File: src/rtl/core/mfde_pkg.sv
// package for the monochrome frame store draw engine
// request codes, request record and memory control struct; no dependencies
`timescale 1ns / 1ps
`default_nettype none

package mfde_pkg;

    localparam logic [2:0] REQ_PIXEL   = 3'd0;
    localparam logic [2:0] REQ_RECT    = 3'd1;
    localparam logic [2:0] REQ_PATTERN = 3'd2;
    localparam logic [2:0] REQ_FILL    = 3'd3;
    localparam logic [2:0] REQ_READ    = 3'd4;

    localparam int PAT_BITS = 16;

    typedef struct packed {
        logic [2:0]  req_type;
        logic [7:0]  x;
        logic [7:0]  y;
        logic [7:0]  width;
        logic [7:0]  height;
        logic        color;
        logic [15:0] pattern;
        logic        lsb_first;
        logic        opaque;
    } t_req;

    typedef struct packed {
        logic en;
        logic we;
    } t_ram_ctl;

endpackage

`default_nettype wire

File: src/rtl/core/mfde_walk.sv
// draw sequencer: clips a request and walks the frame store bytes one at a time
// uses mfde_pkg; drives the single port of mfde_ram, by read-modify-write for pixel work
`timescale 1ns / 1ps
`default_nettype none

module mfde_walk #(
    parameter int SCREEN_WIDTH  = 128,
    parameter int SCREEN_HEIGHT = 64,
    localparam int PAGES = (SCREEN_HEIGHT + 7) / 8,
    localparam int DEPTH = SCREEN_WIDTH * PAGES,
    localparam int AW    = (DEPTH > 1) ? $clog2(DEPTH) : 1,
    localparam int PGW   = (PAGES > 1) ? $clog2(PAGES) : 1
) (
    input  wire logic               i_clk,
    input  wire logic               i_rst_n,
    input  wire logic               i_start,
    input  wire mfde_pkg::t_req     i_req,
    input  wire logic               i_invert,
    output logic                    o_ready,
    output mfde_pkg::t_ram_ctl      o_ram_ctl,
    output logic [AW-1:0]           o_ram_addr,
    output logic [7:0]              o_ram_wdata,
    input  wire logic [7:0]         i_ram_rdata,
    output logic                    o_res_valid,
    input  wire logic               i_res_ready,
    output logic [7:0]              o_res_data
);

    localparam logic [3:0] S_CLEAR  = 4'd0;
    localparam logic [3:0] S_IDLE   = 4'd1;
    localparam logic [3:0] S_PLAN   = 4'd2;
    localparam logic [3:0] S_RMW_RD = 4'd3;
    localparam logic [3:0] S_RMW_WR = 4'd4;
    localparam logic [3:0] S_FILL   = 4'd5;
    localparam logic [3:0] S_RREQ   = 4'd6;
    localparam logic [3:0] S_RDATA  = 4'd7;
    localparam logic [3:0] S_DONE   = 4'd8;

    localparam logic [AW-1:0] LAST_ADDR = AW'(DEPTH - 1);
    localparam logic [AW-1:0] ROW_STEP  = AW'(SCREEN_WIDTH);

    logic [3:0]         r_state, n_state;
    mfde_pkg::t_req     r_req, n_req;
    logic [7:0]         r_col, n_col;
    logic [7:0]         r_col_end, n_col_end;
    logic [PGW-1:0]     r_page, n_page;
    logic [PGW-1:0]     r_page_end, n_page_end;
    logic [7:0]         r_yhi, n_yhi;
    logic [AW-1:0]      r_addr, n_addr;
    logic [AW-1:0]      r_row_base, n_row_base;
    logic [3:0]         r_idx, n_idx;
    logic [7:0]         r_fill, n_fill;
    logic [7:0]         r_rd, n_rd;

    // clipping terms, all taken from the latched request
    logic               is_pix, is_pat, is_draw;
    logic [7:0]         w_eff, h_eff, ylim;
    logic [8:0]         xe9, ye9;
    logic               empty, read_ok;
    logic [PGW-1:0]     mul_page;
    logic [PGW+7:0]     prod;
    logic [AW-1:0]      base;

    // byte merge terms
    logic [7:0]         mask, merged, row_v;
    logic               pbit, base_color, wr_color, wr_en;

    always_comb begin
        is_pix  = (r_req.req_type == mfde_pkg::REQ_PIXEL);
        is_pat  = (r_req.req_type == mfde_pkg::REQ_PATTERN);
        is_draw = is_pix || is_pat || (r_req.req_type == mfde_pkg::REQ_RECT);

        if (is_pix) begin
            w_eff = 8'd1;
        end else if (is_pat && r_req.width > 8'(mfde_pkg::PAT_BITS)) begin
            w_eff = 8'(mfde_pkg::PAT_BITS);
        end else begin
            w_eff = r_req.width;
        end
        h_eff = (is_pix || is_pat) ? 8'd1 : r_req.height;

        xe9  = {1'b0, r_req.x} + {1'b0, w_eff};
        ye9  = {1'b0, r_req.y} + {1'b0, h_eff};
        ylim = (ye9 > 9'(SCREEN_HEIGHT)) ? 8'(SCREEN_HEIGHT) : ye9[7:0];

        empty = (r_req.x >= 8'(SCREEN_WIDTH)) || (r_req.y >= 8'(SCREEN_HEIGHT))
              || (w_eff == 8'd0) || (h_eff == 8'd0);
        read_ok = (r_req.x < 8'(SCREEN_WIDTH)) && (r_req.y < 8'(PAGES));

        // the one multiplier: page times row pitch
        mul_page = (r_req.req_type == mfde_pkg::REQ_READ) ? PGW'(r_req.y)
                                                           : PGW'(r_req.y >> 3);
        prod = (PGW + 8)'(mul_page) * (PGW + 8)'(SCREEN_WIDTH);
        base = AW'(prod) + AW'(r_req.x);
    end

    always_comb begin
        row_v = 8'd0;
        for (int k = 0; k < 8; k++) begin
            row_v   = 8'({r_page, 3'b000}) | 8'(k);
            mask[k] = (row_v >= r_req.y) && (row_v <= r_yhi);
        end

        pbit = r_req.lsb_first ? r_req.pattern[r_idx] : r_req.pattern[4'd15 - r_idx];
        base_color = r_req.color ^ i_invert;
        if (is_pat && !pbit) begin
            wr_en    = r_req.opaque;
            wr_color = ~base_color;
        end else begin
            wr_en    = 1'b1;
            wr_color = base_color;
        end
        merged = wr_color ? (i_ram_rdata | mask) : (i_ram_rdata & ~mask);
    end

    always_comb begin
        n_state    = r_state;
        n_req      = r_req;
        n_col      = r_col;
        n_col_end  = r_col_end;
        n_page     = r_page;
        n_page_end = r_page_end;
        n_yhi      = r_yhi;
        n_addr     = r_addr;
        n_row_base = r_row_base;
        n_idx      = r_idx;
        n_fill     = r_fill;
        n_rd       = r_rd;

        o_ram_ctl   = '0;
        o_ram_addr  = r_addr;
        o_ram_wdata = 8'd0;

        unique case (r_state)
            S_CLEAR: begin
                o_ram_ctl = '{en: 1'b1, we: 1'b1};
                n_addr    = r_addr + AW'(1);
                if (r_addr == LAST_ADDR) begin
                    n_state = S_IDLE;
                end
            end
            S_IDLE: begin
                if (i_start) begin
                    n_req   = i_req;
                    n_rd    = 8'd0;
                    n_state = S_PLAN;
                end
            end
            S_PLAN: begin
                n_col      = r_req.x;
                n_col_end  = (xe9 > 9'(SCREEN_WIDTH)) ? 8'(SCREEN_WIDTH) : xe9[7:0];
                n_page     = PGW'(r_req.y >> 3);
                n_yhi      = ylim - 8'd1;
                n_page_end = PGW'(n_yhi >> 3);
                n_addr     = base;
                n_row_base = base;
                n_idx      = 4'd0;
                n_fill     = {8{r_req.color}};
                n_state    = S_DONE;
                if (is_draw && !empty) begin
                    n_state = S_RMW_RD;
                end else if (r_req.req_type == mfde_pkg::REQ_FILL) begin
                    n_addr  = '0;
                    n_state = S_FILL;
                end else if (r_req.req_type == mfde_pkg::REQ_READ && read_ok) begin
                    n_state = S_RREQ;
                end
            end
            S_RMW_RD: begin
                o_ram_ctl = '{en: 1'b1, we: 1'b0};
                n_state   = S_RMW_WR;
            end
            S_RMW_WR: begin
                o_ram_ctl   = '{en: wr_en, we: wr_en};
                o_ram_wdata = merged;
                if ({1'b0, r_col} + 9'd1 < {1'b0, r_col_end}) begin
                    n_col   = r_col + 8'd1;
                    n_addr  = r_addr + AW'(1);
                    n_idx   = r_idx + 4'd1;
                    n_state = S_RMW_RD;
                end else if (r_page != r_page_end) begin
                    // next page: back to the first column, one row pitch down
                    n_page     = r_page + PGW'(1);
                    n_col      = r_req.x;
                    n_addr     = r_row_base + ROW_STEP;
                    n_row_base = r_row_base + ROW_STEP;
                    n_idx      = 4'd0;
                    n_state    = S_RMW_RD;
                end else begin
                    n_state = S_DONE;
                end
            end
            S_FILL: begin
                o_ram_ctl   = '{en: 1'b1, we: 1'b1};
                o_ram_wdata = r_fill;
                n_addr      = r_addr + AW'(1);
                if (r_addr == LAST_ADDR) begin
                    n_state = S_DONE;
                end
            end
            S_RREQ: begin
                o_ram_ctl = '{en: 1'b1, we: 1'b0};
                n_state   = S_RDATA;
            end
            S_RDATA: begin
                n_rd    = i_ram_rdata;
                n_state = S_DONE;
            end
            S_DONE: begin
                if (i_res_ready) begin
                    n_state = S_IDLE;
                end
            end
            default: begin
                n_state = S_IDLE;
            end
        endcase
    end

    always_ff @(posedge i_clk) begin
        if (!i_rst_n) begin
            r_state <= S_CLEAR;
            r_addr  <= '0;
        end else begin
            r_state <= n_state;
            r_addr  <= n_addr;
        end
    end

    always_ff @(posedge i_clk) begin
        r_req      <= n_req;
        r_col      <= n_col;
        r_col_end  <= n_col_end;
        r_page     <= n_page;
        r_page_end <= n_page_end;
        r_yhi      <= n_yhi;
        r_row_base <= n_row_base;
        r_idx      <= n_idx;
        r_fill     <= n_fill;
        r_rd       <= n_rd;
    end

    assign o_ready     = (r_state == S_IDLE);
    assign o_res_valid = (r_state == S_DONE);
    assign o_res_data  = r_rd;

endmodule

`default_nettype wire

File: config.mk
export PLATFORM = sky130hd
export DESIGN_NAME = mfde_walk
export DESIGN_NICKNAME = d
export VERILOG_FILES = /design/src/rtl/core/mfde_pkg.sv /design/src/rtl/core/mfde_walk.sv
export SDC_FILE = /design/constraint.sdc
export NUM_CORES = 1
export LEC_CHECK = 0
export BUFFER_PORTS_ARGS = -buffer_cell sky130_fd_sc_hd__buf_2
export CAP_MARGIN = 25
export CORE_MARGIN = 2
export CORE_UTILIZATION = 38
export DETAILED_ROUTE_END_ITERATION = 16
export HOLD_SLACK_MARGIN = 0.06
export PLACE_DENSITY_LB_ADDON = 0.08
export RECOVER_POWER = 25
export SLEW_MARGIN = 30
export SYNTH_ARGS = -nofsm -noshare
export SYNTH_HDL_FRONTEND = slang
export SYNTH_SLANG_ARGS = --single-unit
File: constraint.sdc
create_clock -name i_clk -period 3.2 [get_ports i_clk]
set_input_delay 0.32 -clock i_clk [delete_from_list [all_inputs] [get_ports i_clk]]
set_output_delay 0.32 -clock i_clk [all_outputs]
set_load 0.03 [all_outputs]
==> reports/metrics.csv, run 1 <==
metric,value,unit
die width,143.4,um
vias post-DR,6183,
TritonCTS Buffers,17,
CP required,3.36,ns
Post-Layout Cell Count,1151,
worst-path fanout max,7,
Synth cell types,78,
CTS tree,built,
die area,20560,sq um
placed cells,1074,
Syn Area/Cell,10.38,sq um
row cnt,50,
CP Class,reg -> reg,
"slowest stage delay, CP",0.42,ns
HPWL after DPL,14600,um
gr usage total,19.60,%
clock root buffer,clkbuf_16,
Worst Path Arrival,3.22,ns
initial antenna violation count,0,
endpoints failing setup,0,
Post-synth EDFFs,104,
Sink Count,118,
worst skew pair latency,0.42,ns
max_cap viols,0,
async set-reset flop share out of synthesis,0,%
H-tree depth,4,
I/O pin cnt,97,
"Top FF cell, synth",edfxtp_1,
DRC errors left,0,
via/cell ratio,5.372,
Starting Density,39.07,%
PortBufs,96,
post-DR wirelength/cell,17.23,um
crit end category,flip-flop,
crit path launch type,flip-flop,
VDD IR max,0.0003761,V
crit path time final,3.055,ns
Util after Layout,50.91,%
worst path cell trace,or2_2 > and2_1 > ha_4 > nor2b_1 > o31ai_1 > o211ai_1 > or3_4 > a21oi_4 > nand2b_1 > ha_4 > xor2_1,
drt total wl,19830,um
final setup skew,0.01091,ns
Nets,986,
share of cells above drive strength 1,26.82,%
status,"complete, no violations",
"CP delay by family, top",simple AND/OR/NAND/NOR gates,
Iteration-0 DRC Markers,443,
first-pass GRT wire length,31120,um
synthesized cell area,7382,sq um
Cells after Synth,711,
fin. max-slew vios,0,
Most common cell on crit path,ha_4,
ant diodes,0,
ANT nets after route,0,
RePlAce Congestion,0.8365,
"Hold Vio Cnt, Final",0,
#FFs+latches synth,118,
PwrDens,378.8,nW/um^2
vias in the first global route,5890,
largest net degree at the start of global routing,50,
Syn-to-layout area delta,30.29,%
Clock Tree Buf Depth,2,
clock transition at the registers of the reported paths,0.06,ns
Buf/Inv on CP,0,
Die Span Y,143.4,um
leakage,3.750,nW
Final Cycle Share,95.46,%
relative slew slack,62.11,%
core area,18890,sq um
actual slew at the worst max-slew pin,0.5663,ns
post-synthesis sequential area ratio,46.10,%
Fmax achieved,0.3274,GHz
GR Overflow Total,0,
Min-Delay Path Class,in -> reg,
drt pass-1 iters,5,
Syn. warnings,0,
"Net Count, Synth",819,
Critical Path Slowest Stage Cell,or3_4,
-- per-layer routing --
metal  vias to the layer above  part of all wire (%)  global-route usage (%)
met4                         0                   1.5                   5.831
met5                         -                     0                       0
met2                       174                    47                   30.90
li1                       3045                     -                       -
met1                      2937                    47                   27.47
met3                        27                   4.8                   3.732
-- sequential cells by signal, summed over array words and instances, names as in the netlist, 4 cells and up --
name,cells
r_row_base,10
r_idx,4
r_req,54
r_yhi,6
r_col,8
o_ram_addr,10
r_state,4
r_col_end,8
o_res_data,8
-- synth_stat cells (7+ instances only) --
cell type  number  area (sq um)
xnor2_1        12         105.1
or3_1           7         43.79
or2_2          10         62.56
clkbuf_1       11         41.29
o22ai_1         7         43.79
nor3_1         39         195.2
ha_1           39         488.0
nor2b_1        10         62.56
mux2i_1        19         190.2
nand2_1        61         229.0
edfxtp_1      104          3123
xor2_1         11         96.34
o21ai_0        22         110.1
dfxtp_1        14         280.3
buf_2           7         35.03
nor3b_1        10         75.07
and3_1         13         81.33
nand2b_1       13         81.33
and2_1         21         131.4
a311oi_1        7         61.31
nor4_1         10         62.56
nor2_1         44         165.2
a211oi_1       14         105.1
nand3_1        22         110.1
mux2_2          7         78.83
inv_1          38         142.6
a31oi_1        14         87.58
a21oi_1        31         155.2
-- final timing paths --
| kind | startpoint | to | slack (ns) | cells past startpoint |
|---|---|---|---|---|
| min | i_req[26] | r_req[26] | 0.07 | 1 |
| max | r_req[53] | r_yhi[2] | 0.15 | 11 |
| max reg2reg | r_req[53] | r_yhi[2] | 0.15 | 11 |
| min reg2reg | o_ram_addr[9] | o_ram_addr[9] | 0.50 | 2 |
-- repair_timing --
item                                    in CTS  in global routing
gates resized for setup                      8                 43
pin swaps                                    1                 13
hold buffers                                15                 13
buffers inserted                             3                 13
endpoints found under the setup margin      17                 60
hold endpoints to repair                    15                 13
cloned                                       0                  1
-- cell usage in the layout, fill, tap and decap left out, types with 13 or more instances in the layout --
master         instances
a211oi_1              14
a21oi_1               25
a31oi_1               13
and2_1                20
and3_1                13
buf_2                 86
buf_4                 43
clkbuf_16             17
dfxtp_1               14
dlygate4sd3_1         28
edfxtp_1             104
ha_1                  31
inv_1                 38
mux2i_1               18
nand2_1               58
nand3_1               20
nor2_1                42
nor3_1                37
o21ai_0               20
-- stage by stage --
step | hold slack [ns] | TNS [ns] | worst slack, ns | total power, mW | instance area, sq um
floorplan | 0.4189 | -0.1501 | -0.1283 | 1.722 | 7431
finish | 0.07488 | 0 | 0.1454 | 3.644 | 9618
CTS | 0.06029 | -0.009770 | -0.009770 | 3.668 | 9153
global route | 0.06197 | -0.02969 | -0.009553 | 3.780 | 9618
global placement | 0.4820 | 0 | 0.03031 | 1.771 | 8361
detailed placement | 0.4981 | -0.4126 | -0.08729 | 1.773 | 8361
-- power by group --
part	switching (mW)	internal [mW]	total, mW
sequential	0.00508	1.67	1.67
combinational	0.0375	0.0589	0.0964
clock	0.732	1.15	1.88
total	0.774	2.87	3.64
-- area by class of cell --
class / count / area, sq um
inverters: 38 / 142.6
well taps: 260 / 325.3
repair buffers: 171 / 1151
clock inverters: 15 / 153.9
multi-input cells: 532 / 4016
flip-flops and latches: 118 / 3403
clock buffers: 17 / 425.4
fillers: 1719 / 9275
-- logic make-up (layout without fill, tap and decap cells) --
logic type	Yosys count	after routing	synth area share [%]
XOR/XNOR	24	24	3.034
adder cells (fa/ha/maj)	41	41	7.153
AO/OA/AOI/OAI	148	148	13.85
AND/OR/NAND/NOR	286	287	20.51
multiplexers	32	32	5.729
flip-flops	118	118	46.10
buffers and inverters	62	241	3.627
Power figures use the tool's default switching activity.
==> run 2, diff against run 1 <==
CORE_ASPECT_RATIO = 1.5   (was default)
SKIP_LAST_GASP = 1   (was default)
==> reports/metrics.csv, run 2 (synthesis gave the netlist of run 1 again) <==
metric,value,unit,change
status,"complete, no violations",,
endpoints failing setup,0,,unchanged
I/O pin cnt,97,,unchanged
vias in the first global route,6124,,+4.0%
PortBufs,96,,unchanged
Clock Tree Buf Depth,2,,unchanged
initial antenna violation count,0,,unchanged
Worst Path Arrival,2.77,ns,-0.45 ns
ANT nets after route,0,,unchanged
area of the multi-input gates,4023,sq um,+0.16%
Critical Path Source,r_page[2],,
post-DR wirelength/cell,16.88,um,-2.0%
Iteration-0 DRC Markers,359,,-19%
VDD IR max,0.0003097,V,-18%
gr usage total,19.08,%,-0.51 points
largest net degree at the start of global routing,56,,+12%
Sink Count,118,,unchanged
first-pass GRT wire length,30950,um,-0.56%
GR Overflow Total,0,,unchanged
PwrDens,367.8,nW/um^2,-2.9%
TritonCTS Buffers,17,,unchanged
clock root buffer,clkbuf_16,,
worst reg2reg startpoint,r_col[3],,
Placement Cell Area,8341,sq um,-0.24%
die area,20580,sq um,+0.11%
Fmax achieved,0.3233,GHz,-1.3%
GRT busiest layer,met2,,
H-tree depth,4,,unchanged
Min-Delay Path Class,in -> reg,,
share of cells above drive strength 1,26.56,%,-0.27 points
fillcell total,1737,,+1.0%
Global Route met3 Usage,3.198,%,-0.53 points
CTS tree,built,,
met1 Use GR,22.14,%,-5.3 points
Storage cell area,3403,sq um,unchanged
worst skew pair latency,0.43,ns,about the same
CP Class,reg -> out,,
leakage,3.783,nW,+0.88%
"commonest cells after routing, fill and taps aside","104 x edfxtp_1, 85 x buf_2, 57 x nand2_1, 47 x buf_4, 42 x nor2_1",,
ant diodes,0,,unchanged
fin. max-slew vios,0,,unchanged
Nets,995,,+0.91%
Starting Density,38.68,%,-0.39 points
drt pass-1 iters,5,,unchanged
max_cap viols,0,,unchanged
Hold Startpoint,i_req[35],,
drt total wl,19510,um,-1.6%
"Worst Setup Slack, final",0.1066,ns,-0.03877 ns
clock transition at the registers of the reported paths,0.06,ns,about the same
RSZ-0062 raised after global routing,true,,
"Hold Vio Cnt, Final",0,,unchanged
crit path time final,3.093,ns,+0.03877 ns
"most common cell after layout, fill and taps aside",edfxtp_1,,
die width,117.8,um,-18%
relative slew slack,53.78,%,-8.3 points
final setup skew,0.01245,ns,+0.001536 ns
DRC errors left,0,,unchanged
Util after Layout,50.76,%,-0.15 points
actual slew at the worst max-slew pin,0.6918,ns,+0.1255 ns
sequential share of power,46.9,%,+1.1 points
cell-internal power,2.797,mW,-2.5%
logic gate share of total power,2.8,%,+0.2 points
HPWL after DPL,14660,um,+0.41%
worst-path fanout max,4,,-3
switching pwr,0.7654,mW,-1.1%
max FFs per register,54,,unchanged
crit path launch type,flip-flop,,
Finished Cell Area,9687,sq um,+0.72%
Final Cycle Share,96.67,%,+1.2 points
row cnt,62,,+24%
met2 usage in global routing,34.69,%,+3.8 points
vias post-DR,6224,,+0.66%
Switching Share,21.48,%,+0.24 points
register with the most flip-flops,r_req,,
Syn-to-layout area delta,31.22,%,
RePlAce Congestion,0.8274,,-1.1%
Die Span Y,174.7,um,+22%
core area,19080,sq um,+1.0%
Post-Place Worst Slack,-0.07110,ns,+0.01619 ns
crit end category,output port,,
CP required,2.88,ns,-0.48 ns
Clk network pwr share,50.3,%,-1.2 points
via/cell ratio,5.384,,+0.23%
[run 2: changes by cell type in the layout (fill, tap and decap cells not counted), sizes merged]
cell,change
clkbuf,+2
dlygate4sd3,+5
bufinv,-1
buf,+4
or2,-1
[run 2: power groups by stage]
| stage | combinational, mW | sequential (mW) | clock, mW |
|---|---|---|---|
| 2_1_floorplan | 0.0135 | 1.71 | 0 |
| 3_3_place_gp | 0.0686 | 1.70 | 0 |
| 3_5_place_dp | 0.0697 | 1.70 | 0 |
| 4_1_cts | 0.0979 | 1.67 | 1.83 |
| 5_1_grt | 0.110 | 1.67 | 1.90 |
| 6_report | 0.101 | 1.67 | 1.79 |
[run 2: worst paths after layout]
path / end / slack (ns) / depth (start not counted)
min reg2reg: r_fill[0] / 0.48 / 0
max reg2reg: o_ram_addr[5] / 0.11 / 14
max: o_ram_wdata[6] / 0.11 / 8
min: r_req[35] / 0.08 / 1
[run 2: layout make-up]
| type | instances | share of cell area, % |
|---|---|---|
| clock buffers | 18 | 4.430 |
| clock inverters | 14 | 1.317 |
| inverters | 38 | 1.472 |
| multi-input cells | 531 | 41.53 |
| flip-flops and latches | 118 | 35.13 |
| well taps | 256 | 3.307 |
| repair buffers | 181 | 12.81 |
[run 2: what timing repair did]
item	in CTS	in global routing
setup endpoints to repair	21	56
pin swaps	1	20
buffers inserted	4	19
endpoints found under the hold margin	30	3
hold buffers	30	3
resized for setup	5	48
[run 2: metal layers]
layer,vias up,part of all wire (%)
met5,-,0
met4,0,2.7
met3,39,3.0
met2,166,54
met1,2958,41
li1,3061,-
[run 2: worst max-delay path, cell delays in order, from the launching register on]
cell      delay (ns)
edfxtp_1        0.49
ha_4            0.33
nor4bb_4        0.32
and3_1          0.24
a32oi_1         0.17
or2_2           0.33
a31oi_1         0.17
nand2_1         0.11
buf_2           0.19
[run 2: stage by stage]
stage / std cells / power [mW] / hold WS (ns) / TNS, ns
after floorplan: 711 / 1.722 / 0.4189 / -0.1501
after global placement: 1068 / 1.771 / 0.4556 / 0
after detailed placement: 1068 / 1.773 / 0.4694 / -0.3274
after CTS: 1134 / 3.595 / 0.06072 / -0.01873
after global routing: 1156 / 3.678 / 0.06382 / -0.2112
final: 1156 / 3.562 / 0.07767 / 0
==> run 3, diff against run 2 <==
SETUP_SLACK_MARGIN = 0.2   (was default)
==> reports/metrics.csv, run 3 (synthesis gave the netlist of run 1 again) <==
metric,value,unit,change
status,"complete, no violations",,
post-DR wirelength/cell,17.74,um,+5.1%
"commonest cells after routing, fill and taps aside","104 x edfxtp_1, 77 x buf_2, 57 x buf_4, 55 x nand2_1, 36 x nor2_1",,
CP Class,reg -> reg,,
Nets,984,,-1.1%
max_cap viols,0,,unchanged
Iteration-0 DRC Markers,296,,-18%
Final Cycle Share,97.07,%,+0.40 points
Fmax achieved,0.3219,GHz,-0.41%
clock transition at the registers of the reported paths,0.06,ns,about the same
Clock Tree Buf Depth,2,,unchanged
PortBufs,96,,unchanged
"slowest stage delay, CP",0.43,ns,-0.06 ns
CP required,3.36,ns,+0.48 ns
row cnt,62,,unchanged
Die Span Y,174.7,um,unchanged
Buf/Inv on CP,1,,unchanged
vias post-DR,6195,,-0.47%
fin. max-slew vios,0,,unchanged
ANT nets after route,0,,unchanged
final setup skew,0.01061,ns,-0.001839 ns
I/O pin cnt,97,,unchanged
drt total wl,20310,um,+4.1%
cell-internal power,2.857,mW,+2.1%
vias in the first global route,6244,,+2.0%
endpoints failing setup,0,,unchanged
RePlAce Congestion,0.8706,,+5.2%
PwrDens,358.5,nW/um^2,-2.5%
TritonCTS Buffers,17,,unchanged
fillcell total,1745,,+0.46%
worst path cell trace,buf_4 > or2_4 > and2_1 > ha_4 > nor2b_1 > o31ai_1 > o211ai_1 > or3_4 > a21oi_4 > nand2b_1 > ha_4 > xor2_1,,
worst-path fanout max,7,,+3
register with the most flip-flops,r_req,,
RSZ-0062 raised after global routing,true,,
Sink Count,118,,unchanged
Starting Density,38.68,%,unchanged
Critical Path Slowest Stage Cell,or3_4,,
crit end category,flip-flop,,
leakage,3.836,nW,+1.4%
crit path launch type,flip-flop,,
GR Overflow Total,0,,unchanged
"most common cell after layout, fill and taps aside",edfxtp_1,,
via/cell ratio,5.410,,+0.49%
drt pass-1 iters,5,,unchanged
worst skew pair latency,0.42,ns,about the same
Switching Share,21.25,%,-0.24 points
first-pass GRT wire length,31900,um,+3.1%
logic gate share of total power,2.3,%,-0.5 points
ant diodes,0,,unchanged
HPWL after DPL,15060,um,+2.7%
Fin Hold WS,0.07735,ns,-0.0003178 ns
Clk network pwr share,51.7,%,+1.4 points
actual slew at the worst max-slew pin,0.7291,ns,+0.03736 ns
CTS tree,built,,
max FFs per register,54,,unchanged
crit path time final,3.106,ns,+0.01273 ns
"Hold Vio Cnt, Final",0,,unchanged
initial antenna violation count,0,,unchanged
relative slew slack,51.29,%,-2.5 points
DRC errors left,0,,unchanged
VDD IR max,0.0004185,V,+35%
switching pwr,0.7707,mW,+0.70%
core area,19080,sq um,unchanged
clock root buffer,clkbuf_16,,
Syn-to-layout area delta,37.07,%,
die area,20580,sq um,unchanged
Worst Path Arrival,3.26,ns,+0.49 ns
die width,117.8,um,unchanged
H-tree depth,4,,unchanged
sequential share of power,46.1,%,-0.8 points
Storage cell area,3403,sq um,unchanged
Most common cell on crit path,ha_4,,
Util after Layout,53.02,%,+2.3 points
share of cells above drive strength 1,35.55,%,+9.0 points
area of the multi-input gates,4544,sq um,+13%
largest net degree at the start of global routing,29,,-48%
"CP delay by family, top",simple AND/OR/NAND/NOR gates,,
gr usage total,19.62,%,+0.54 points
Min-Delay Path Class,in -> reg,,
run 3: cell count changes in the layout (fill, tap and decap cells not counted), sizes merged:
cell,before,now
clkinv,5,8
clkinvlp,5,3
dlygate4sd3,33,11
or2,10,11
inv,41,40
bufinv,1,2
buf,137,144
clkbuf,29,31
run 3: through the flow:
| step | setup TNS [ns] | cell area [sq um] | total power, mW | setup slack, ns | std cells |
|---|---|---|---|---|---|
| 2_1_floorplan | 0 | 7531 | 1.722 | 0.02819 | 711 |
| 3_3_place_gp | 0 | 8369 | 1.771 | 0.05588 | 1061 |
| 3_5_place_dp | -0.02611 | 8369 | 1.773 | -0.02611 | 1061 |
| 4_1_cts | 0 | 9432 | 3.660 | 0.1560 | 1120 |
| 5_1_grt | -0.002906 | 10120 | 3.733 | -0.002906 | 1145 |
| 6_report | 0 | 10120 | 3.627 | 0.09387 | 1145 |
run 3: worst paths after layout:
check | startpoint | to | slack [ns] | depth (start not counted)
hold reg to reg | r_req[18] | r_fill[0] | 0.48 | 0
hold / removal | i_req[14] | r_req[14] | 0.08 | 1
setup reg to reg | r_req[53] | r_yhi[2] | 0.09 | 12
setup / recovery | r_req[53] | r_yhi[2] | 0.09 | 12
run 3: worst reg2reg max path: stages (launching register included):
cell,delay (ns)
edfxtp_1,0.39
buf_4,0.15
or2_4,0.25
and2_1,0.19
ha_4,0.32
nor2b_1,0.06
o31ai_1,0.21
o211ai_1,0.18
or3_4,0.43
a21oi_4,0.18
nand2b_1,0.14
ha_4,0.20
xor2_1,0.15
run 3: timing repair:
| item | 4_1_cts | 5_1_grt |
|---|---|---|
| setup buffers | 17 | 23 |
| gates resized for setup | 41 | 103 |
| hold endpoints to repair | 9 | 2 |
| endpoints found under the setup margin | 28 | 57 |
| gates cloned | 1 | 0 |
| hold buffers | 9 | 2 |
| pin swaps | 12 | 51 |
run 3: layer usage:
metal  vias to the layer above  global-route usage (%)  wire [um]  share of wire [%]
met4                         0                   8.785        620                3.1
met1                      2955                   22.09       8003                 39
li1                       3037                       -          -                  -
met2                       163                   36.34      11000                 54
met5                         -                       0          0                  0
met3                        40                   2.970        691                3.4
run 3: area by class of cell:
cell class | instances | area share [%]
multi-input cells | 532 | 44.91
flip-flops and latches | 118 | 33.63
repair buffers | 169 | 11.14
clock buffers | 17 | 4.204
well taps | 256 | 3.166
clock inverters | 15 | 1.533
inverters | 38 | 1.410
run 3: power by group through the flow:
stage | clock network (mW) | logic (mW) | registers (mW)
after floorplan | 0 | 0.0135 | 1.71
after CTS | 1.91 | 0.0792 | 1.67
after global routing | 1.97 | 0.0893 | 1.67
final | 1.87 | 0.0818 | 1.67
after global placement | 0 | 0.0690 | 1.70
after detailed placement | 0 | 0.0702 | 1.70
